--- config.mk ---
export PLATFORM = sky130hd
export DESIGN_NAME = msdw_front_flat
export DESIGN_NICKNAME = d
export VERILOG_FILES = /design/src/msdw_pkg.sv /design/src/msdw_in_if.sv /design/src/msdw_front.sv /design/src/flat_wrapper.sv
export SDC_FILE = /design/constraint.sdc
export NUM_CORES = 1
export LEC_CHECK = 0
export BUFFER_PORTS_ARGS = -buffer_cell sky130_fd_sc_hd__buf_2
export CELL_PAD_IN_SITES_DETAIL_PLACEMENT = 1
export CELL_PAD_IN_SITES_GLOBAL_PLACEMENT = 1
export CORE_MARGIN = 5
export CORE_UTILIZATION = 41
export CTS_CLUSTER_DIAMETER = 40
export DETAILED_ROUTE_END_ITERATION = 16
export GPL_TIMING_DRIVEN = 0
export PLACE_DENSITY_LB_ADDON = 0.1
export SLEW_MARGIN = 40
export SYNTH_ARGS = -nofsm -noshare
export SYNTH_HDL_FRONTEND = slang
export SYNTH_SLANG_ARGS = --single-unit
--- constraint.sdc ---
create_clock -name clk -period 2.46 [get_ports clk]
set_clock_uncertainty 0.15 [all_clocks]
set_input_delay 0.369 -clock clk [delete_from_list [all_inputs] [get_ports clk]]
set_output_delay 0.369 -clock clk [all_outputs]
set_load 0.005 [all_outputs]
--- src/msdw_pkg.sv ---
package msdw_pkg;

  localparam int VALUE_BITS   = 10;
  localparam int WINDOW_DEPTH = 1024;

  localparam int VALUE_W   = 10;
  localparam int BEST_W    = 19;
  localparam int MAP_DEPTH = 1 << VALUE_BITS;
  localparam int IDX_BITS  = $clog2(WINDOW_DEPTH);
  localparam int OCC_BITS  = $clog2(WINDOW_DEPTH + 1);
  localparam int SUM_BITS  = VALUE_BITS + OCC_BITS;
  localparam int WIDE_BITS = (SUM_BITS > BEST_W) ? SUM_BITS : BEST_W;
  localparam longint SUM_MAX = (64'd1 << BEST_W) - 64'd1;

  localparam int QDEPTH    = 2;
  localparam int QPTR_BITS = $clog2(QDEPTH);
  localparam int QCNT_BITS = $clog2(QDEPTH + 1);

  typedef struct packed {
    logic [VALUE_BITS-1:0] v;
    logic                  last;
  } item_t;

  typedef struct packed {
    logic  valid;
    item_t item;
  } queue_head_t;

  typedef enum logic [2:0] {
    ST_CLEAR,
    ST_IDLE,
    ST_CHECK,
    ST_PUSH,
    ST_DSTART,
    ST_POP
  } state_t;

  typedef enum logic [1:0] {
    POP_MATCH,
    POP_ONE,
    POP_DRAIN
  } pop_mode_t;

  function automatic logic [IDX_BITS-1:0] next_slot(input logic [IDX_BITS-1:0] i);
    return (i == IDX_BITS'(WINDOW_DEPTH - 1)) ? '0 : IDX_BITS'(i + 1'b1);
  endfunction

endpackage

--- src/msdw_in_if.sv ---
interface msdw_in_if;
  import msdw_pkg::*;

  logic               valid;
  logic               ready;
  logic [VALUE_W-1:0] value;
  logic               last;

  modport source (output valid, output value, output last, input ready);
  modport sink (input valid, input value, input last, output ready);
endinterface

--- src/msdw_front.sv ---
module msdw_front (
  input  logic                  clk,
  input  logic                  rst,
  msdw_in_if.sink               feed,
  input  logic                  clearing,
  input  logic                  take,
  output msdw_pkg::queue_head_t q
);
  import msdw_pkg::*;

  item_t                entries [QDEPTH];
  logic [QPTR_BITS-1:0] wr_ptr;
  logic [QPTR_BITS-1:0] rd_ptr;
  logic [QCNT_BITS-1:0] cnt;
  logic                 push;
  logic                 pop;

  assign feed.ready = (cnt != QCNT_BITS'(QDEPTH)) && !clearing;
  assign push       = feed.valid && feed.ready;
  assign pop        = take && (cnt != '0);
  assign q.valid    = (cnt != '0);
  assign q.item     = entries[rd_ptr];

  always_ff @(posedge clk) begin
    if (push) begin
      entries[wr_ptr].v    <= VALUE_BITS'(feed.value);
      entries[wr_ptr].last <= feed.last;
    end
  end

  always_ff @(posedge clk) begin
    if (rst) begin
      wr_ptr <= '0;
      rd_ptr <= '0;
      cnt    <= '0;
    end else begin
      if (push) begin
        wr_ptr <= (wr_ptr == QPTR_BITS'(QDEPTH - 1)) ? '0 : QPTR_BITS'(wr_ptr + 1'b1);
      end
      if (pop) begin
        rd_ptr <= (rd_ptr == QPTR_BITS'(QDEPTH - 1)) ? '0 : QPTR_BITS'(rd_ptr + 1'b1);
      end
      cnt <= QCNT_BITS'(cnt + QCNT_BITS'(push) - QCNT_BITS'(pop));
    end
  end

endmodule

--- src/flat_wrapper.sv ---
// flat-port wrapper written by rule: the top's interface ports become plain ports
module msdw_front_flat import msdw_pkg::*;
  (clk, rst, clearing, take, q, feed_valid, feed_value, feed_last, feed_ready);
  msdw_in_if feed_i ();
  input  logic clk;
  input  logic rst;
  input  logic clearing;
  input  logic take;
  output msdw_pkg::queue_head_t q;
  input wire logic [$bits(feed_i.valid)-1:0] feed_valid;
  input wire logic [$bits(feed_i.value)-1:0] feed_value;
  input wire logic [$bits(feed_i.last)-1:0] feed_last;
  output wire logic [$bits(feed_i.ready)-1:0] feed_ready;
  assign feed_i.valid = feed_valid;
  assign feed_i.value = feed_value;
  assign feed_i.last = feed_last;
  assign feed_ready = feed_i.ready;
  msdw_front u_core (.clk(clk), .rst(rst), .feed(feed_i), .clearing(clearing), .take(take), .q(q));
endmodule
==> results of run 1 <==
per-stage QoR:
stage / utilization, % / cell area, µm²
5_1_grt: 51.0 / 1260
4_1_cts: 51.0 / 1260
3_3_place_gp: 49.8 / 1230
3_5_place_dp: 49.9 / 1240
2_1_floorplan: - / 1060
6_report: 51.0 / 1260
cells in the mapped netlist:
master,count,area [µm²]
ha_1,2,25.0
inv_1,2,7.51
or2_2,1,6.26
and2_1,2,12.5
nor3_1,1,5.00
buf_2,1,5.00
edfxtp_1,22,661
mux2_4,1,15.0
nor2b_4,1,13.8
nor2b_1,3,18.8
dfxtp_1,5,100
o21a_1,1,7.51
xor2_1,1,8.76
mux2_2,11,124
nor2_1,5,18.8
nor3b_4,1,18.8
xnor2_1,1,8.76
metal layers:
layer | GRT usage [%] | wire [µm] | vias up
met1 | 9.56 | 593 | 287
met5 | 0 | 0 | -
met3 | 2.77 | 102 | 2
li1 | - | - | 289
met2 | 21.4 | 1010 | 15
met4 | 3.72 | 16 | 0
power by group through the flow:
stage	sequential, µW	clock [µW]	combinational, µW
floorplan	576	0	187
global placement	581	0	276
detailed placement	584	0	287
CTS	573	191	290
global route	579	212	314
finish	572	181	279
registers in the layout, indices dropped and copies added, names as in the netlist, named ones only:
| signal | count |
|---|---|
| u_core.entries | 22 |
| u_core.cnt | 2 |
| u_core.wr_ptr | 1 |
| u_core.rd_ptr | 1 |
placed cells by master (no fill, tap or decap):
cell	instances
buf_2	29
nor2_1	5
xor2_1	1
nor2b_4	1
nor2b_1	2
dfxtp_1	5
mux2_2	11
nor3_1	1
edfxtp_1	22
nor2b_2	1
inv_1	2
clkbuf_1	1
clkbuf_4	3
mux2_4	1
and2_1	2
o21a_1	1
nor3b_4	1
ha_1	2
or2_2	1
xnor2_1	1
worst max-delay path by stage:
stage | cells past startpoint | endpoint | from | slack, ns
floorplan | 3 | u_core.entries[0][0] | u_core.cnt[1] | 0.67
global placement | 3 | u_core.entries[0][4] | clearing | 0.28
detailed placement | 3 | u_core.entries[0][3] | clearing | 0.57
CTS | 3 | q[10] | flip-flop | 0.46
global route | 3 | q[7] | flip-flop | 0.40
finish | 3 | q[7] | flip-flop | 0.51
cells by family (layout without fill, tap and decap cells):
group | count (synthesis) | in the layout | share of synthesized area (%)
DFF | 27 | 27 | 72.0
and+or+nand+nor | 14 | 14 | 8.89
muxes | 12 | 12 | 13.2
buffers and inverters | 3 | 35 | 1.18
adders and majority gates | 2 | 2 | 2.37
xor gates and xnor gates | 2 | 2 | 1.66
AOI/OAI and AO/OA | 1 | 1 | 0.711
final cells by class:
cell class / instances / area share [%]
repair buffers: 28 / 11.1
well taps: 30 / 2.97
plain buffers: 1 / 0.396
flip-flops and latches: 27 / 60.3
multi-input cells: 31 / 22.6
inverters: 2 / 0.595
clock buffers: 4 / 2.08
worst register-to-register path: stages, from the launching register on:
cell and delay (ns):
dfxtp_1 0.37, nor2b_4 0.15, nor3b_4 0.25, nor2b_2 0.56
==> results by group, run 1 <==
Synthesis
  • Flip-flop and latch count after synthesis: 27
  • Synth warn: 0
  • Syn Nets: 79
  • Cell area after synthesis: 1060 µm²
  • Mapped Cells: 61
  • Unique cell type count in the Yosys netlist: 17
  • Synthesized area per cell: 17.3 µm²
  • Post-synthesis sequential area ratio: 72.0%

Global routing
  • First-pass GRT wire length: 2730 µm
  • Largest net degree at the start of global routing: 15
  • Total GRT Usage: 10.4%
  • Vias in the first global route: 642
  • Initial antenna violation count: 0
  • Grt ovf: 0

Critical path
  • Max stage delay on crit path: 0.37 ns
  • Crit Path Max Fanout: 10
  • CP Class: reg -> out
  • Cells on worst reg2reg path: 3
  • CP dominant cell by count: buf_2
  • Slowest CP cell: mux2_2
  • Critical Path, Cell by Cell: buf_2 > mux2_2 > buf_2
  • WP data arrival: 1.43 ns
  • FF-to-FF setup slack: 0.64 ns
  • R2r startpoint: u_core.cnt[1]
  • CP required: 1.94 ns
  • Worst R2R End: u_core.entries[0][5]
  • Crit. End Element: output pin
  • Kind of start point of the critical path: flip-flop
  • WP buf/inv: 2
  • CP delay by family, top: buffers and inverters

Placed design
  • Placed cells: 119
  • Final HPWL DP: 1320 µm
  • Place WS: 0.574 ns
  • Final GP Congestion: 0.648
  • Port buffer count: 28

Timing
  • Final hold violation count: 0
  • Final setup violation count: 0
  • RSZ-0062 raised after global routing: no
  • Worst Tran Pin Value: 0.591 ns
  • Max Clk Rate: 0.514 GHz
  • Setup TNS Final: 0 ns
  • Hold slack final: 0.0873 ns
  • Final Slew Violations: 0
  • Max-slew headroom: 60.5%
  • Final Critical Period: 1.95 ns
  • Setup ws final: 0.514 ns
  • Crit share post-route: 79.1%

Pwr
  • Tot Pwr: 1030 µW
  • Sw frac: 26.0%
  • Internal power: 764 µW
  • Logic pwr share: 27.1%
  • Pwr/cell area: 818 nW/µm²
  • Worst vdd ir: 395 µV
  • Sequential Power Share: 55.4%
  • Clock share of power: 17.5%
  • Sw power: 269 µW
  • P_leak: 0.000498 µW

Drt
  • DRT iter0 DRCs: 2
  • Routed len/inst: 14.0 µm
  • Drt total wl: 1720 µm
  • DRC: 0
  • Final ANT Viol Nets: 0
  • Via/cell ratio: 4.82
  • DRT Pass-1 Iters: 3
  • Total number of vias: 593

Clocking
  • Clock Sinks: 27
  • # hold bufs at CTS: 0
  • Post-CTS sizing: 0
  • Inserted Clock Buffers: 3
  • Worst-Skew Late Latency: 0.31 ns
  • Clk pin slew, worst setup/hold paths: 0.13 ns
  • Clock Tree Root: clkbuf_4
  • Clock buffer depth: 2
  • CTS H-tree depth: 1
  • CTS tree: yes
  • Post-CTS Setup Inserts: 0

Finish
  • Synth-to-layout area growth: 19.5%
  • Layout net count: 112
  • Final cell count without fillers: 123
  • Register Area: 761 µm²
  • Fillers: 275
  • Area of the multi-input gates: 285 µm²
  • # diodes: 0
  • Share of cells above drive strength 1: 51.6%

Floorplan
  • Site Rows: 18
  • Die Y: 60.8 µm
  • Starting Density: 42.6%
  • Core box area: 2480 µm²
  • Top-level port count: 29
  • DIE AREA: 3690 µm²
  • Die width: 60.8 µm

Worst hold path
  • Hold WC Path Type: in -> reg
  • Hold Path End: u_core.entries[0][0]
  • Worst hold path depth: 1
  • Hold Startpoint: feed_last

Status
  • Status: complete, no violations

Flow run
  • Maxcap violations: 0
No activity file was read; power rests on OpenSTA's default activity.
==> run 2, diff against run 1 <==
ABC_AREA = 1   (was not set)
CORE_UTILIZATION = 37   (was 41)
clock period = 1.73 ns   (was 2.46 ns; I/O delays follow)
==> results by group, run 2 <==
Clocking
  • Clock Sinks: 27 (unchanged)
  • Clk pin slew, worst setup/hold paths: 0.13 ns (about the same)
  • Clock Tree Root: clkbuf_4
  • Clock buffer depth: 2 (unchanged)
  • Inserted Clock Buffers: 3 (unchanged)
  • CTS tree: yes
  • Worst-Skew Late Latency: 0.32 ns (about the same)
  • CTS H-tree depth: 1 (unchanged)
  • Post-CTS Setup Inserts: 0 (unchanged)

Floorplan
  • Die Y: 64.7 µm (+6.5%)
  • Starting Density: 39.4% (-3.2 points)
  • Die width: 64.7 µm (+6.5%)
  • DIE AREA: 4180 µm² (+13%)
  • Top-level port count: 29 (unchanged)
  • Core box area: 2810 µm² (+13%)
  • Site Rows: 19 (+1)

Synthesis
  • Synth warn: 0 (unchanged)
  • Most frequent cells after synthesis: edfxtp_1 (22), inv_1 (11), mux2_4 (10)
  • Mapped Cells: 75 (+23%)
  • Post-synthesis sequential area ratio: 68.8% (-3.3 points)
  • Number of synthesized flops with an enable pin: 22 (unchanged)
  • Synth top area share: 59.7% (-2.8 points)
  • Area contributors post-synth: edfxtp_1 (60%), mux2_4 (14%), dfxtp_1 (9.0%), inv_1 (3.7%), nand2_1 (2.4%)
  • Cell area after synthesis: 1110 µm² (+4.7%)
  • Unique cell type count in the Yosys netlist: 16 (-1)
  • Synthesized area per cell: 14.7 µm² (-15%)
  • Flip-flop and latch count after synthesis: 27 (unchanged)
  • Syn Nets: 93 (+18%)
  • Share of async-settable or async-resettable flops after synthesis: 0% (unchanged)
  • Main flop type after synthesis: edfxtp_1
  • Area leader, netlist: edfxtp_1
  • Count leader, synth: edfxtp_1

Pwr
  • P_leak: 0.000649 µW (+30%)
  • Worst vdd ir: 560 µV (+42%)
  • Tot Pwr: 1720 µW (+67%)
  • Pwr/cell area: 1140 nW/µm² (+39%)

Timing
  • RSZ-0062 raised after global routing: yes
  • Final Critical Period: 1.69 ns
  • Setup ws final: 0.0415 ns (-0.473 ns)
  • Final hold violation count: 0 (unchanged)
  • Final setup violation count: 0 (unchanged)
  • Max Clk Rate: 0.592 GHz
  • Worst Tran Pin Value: 0.578 ns (-0.0125 ns)
  • Setup TNS Final: 0 ns (unchanged)
  • Crit share post-route: 97.6%
  • Final Slew Violations: 0 (unchanged)
  • Max-slew headroom: 61.4% (+0.97 points)

Global routing
  • Largest net degree at the start of global routing: 15 (unchanged)
  • Total GRT Usage: 11.3% (+0.90 points)
  • Vias in the first global route: 758 (+18%)
  • Initial antenna violation count: 0 (unchanged)
  • Grt ovf: 0 (unchanged)
  • First-pass GRT wire length: 3520 µm (+29%)

Worst hold path
  • Hold WC Path Type: in -> reg

Flow run
  • Maxcap violations: 0 (unchanged)

Finish
  • Layout net count: 139 (+24%)
  • Top flop regs: u_core.entries x22, u_core.cnt x2
  • Register Area: 766 µm² (+0.66%)
  • Final cell count without fillers: 151 (+23%)
  • Most flop-heavy register: u_core.entries
  • Fillers: 278 (+1.1%)
  • Finished Core Util: 53.8% (+2.9 points)
  • Synth-to-layout area growth: 36.5%
  • # diodes: 0 (unchanged)
  • Commonest non-fill, non-tap cell in the layout: edfxtp_1
  • Area of the multi-input gates: 292 µm² (+2.2%)
  • Share of cells above drive strength 1: 41.7% (-9.9 points)
  • Commonest non-fill, non-tap cells in the layout: edfxtp_1 (22), buf_2 (19), dlygate4sd3_1 (12), inv_1 (11)
  • Largest register FFs: 22 (unchanged)

Critical path
  • CP Class: reg -> out
  • CP required: 1.32 ns (-0.62 ns)
  • Crit. End Element: output pin
  • Crit Path Max Fanout: 5 (-5)
  • Kind of start point of the critical path: flip-flop
  • WP data arrival: 1.28 ns (-0.15 ns)

Placed design
  • Final GP Congestion: 0.705 (+8.8%)
  • Final HPWL DP: 1490 µm (+13%)
  • Port buffer count: 28 (unchanged)
  • Place WS: 0.0810 ns (-0.493 ns)
  • Placed cells: 134 (+13%)

Drt
  • Drt total wl: 2150 µm (+25%)
  • DRC: 0 (unchanged)
  • DRT Pass-1 Iters: 4 (+1)
  • Routed len/inst: 14.3 µm (+1.8%)
  • Total number of vias: 712 (+20%)
  • Final ANT Viol Nets: 0 (unchanged)
  • DRT iter0 DRCs: 4 (+2)
  • Via/cell ratio: 4.72 (-2.2%)

Status
  • Status: complete, no violations
==> run 2: layer usage <==
layer / vias up / global-route usage (%) / share of wire, % / wire, µm
li1: 347 / - / - / -
met1: 342 / 12.5 / 39 / 839
met2: 19 / 20.4 / 54 / 1170
met3: 4 / 2.25 / 4.6 / 99
met4: 0 / 6.33 / 1.9 / 42
met5: - / 0 / 0 / 0
==> run 2: cells by family (layout without fill, tap and decap cells) <==
family                     Yosys count  count (layout)  share of synthesized area [%]
DFF                                 27              27                           68.8
muxes                               11              11                           14.6
buffers and inverters               13              58                           5.09
adders and majority gates            2               2                           2.26
AOI/OAI and AO/OA                    3               3                           1.58
and+or+nand+nor                     19              19                           7.69
==> run 2: through the flow <==
stage	hold WS, ns	cell area (µm²)
2_1_floorplan	0.181	1110
3_3_place_gp	0.282	1280
3_5_place_dp	0.286	1290
4_1_cts	0.0995	1450
5_1_grt	0.108	1510
6_report	0.109	1510
==> run 2: power by group <==
part	total (µW)	switching [µW]	internal [µW]	leakage, µW
Sequential	843	50.1	793	0.000244
Combinational	615	267	348	0.000391
Clock	265	175	90.2	0.0000150
Total	1720	492	1230	0.000649
==> run 2: area by class of cell <==
type                       instances  share of cell area (%)
buffer                             1                   0.994
clock buffer                       4                    1.74
inverter                          12                    2.98
multi-input combinational         35                    19.3
sequential                        27                    50.7
tap                               31                    2.57
timing repair buffer              41                    21.7
==> run 2: what timing repair did <==
action,CTS,global route
endpoints found under the hold margin,23,0
cloned,1,0
hold buffers,12,0
setup endpoints to repair,10,11
gates resized for setup,4,11
==> run 2: worst max-delay path, stage by stage, from the launching register on <==
cell and delay [ns]:
dfxtp_4 0.40, buf_6 0.14, mux2_4 0.30, buf_6 0.12
==> run 2: worst paths after layout <==
| path | startpoint | end | slack, ns | cells after the start |
|---|---|---|---|---|
| worst min register to register | u_core.rd_ptr | flip-flop | 0.36 | 2 |
| worst max register to register | u_core.cnt[1] | u_core.cnt[1] | 0.09 | 8 |
| worst max-delay path | flip-flop | q[5] | 0.04 | 3 |
| worst min-delay path | take | flip-flop | 0.11 | 4 |
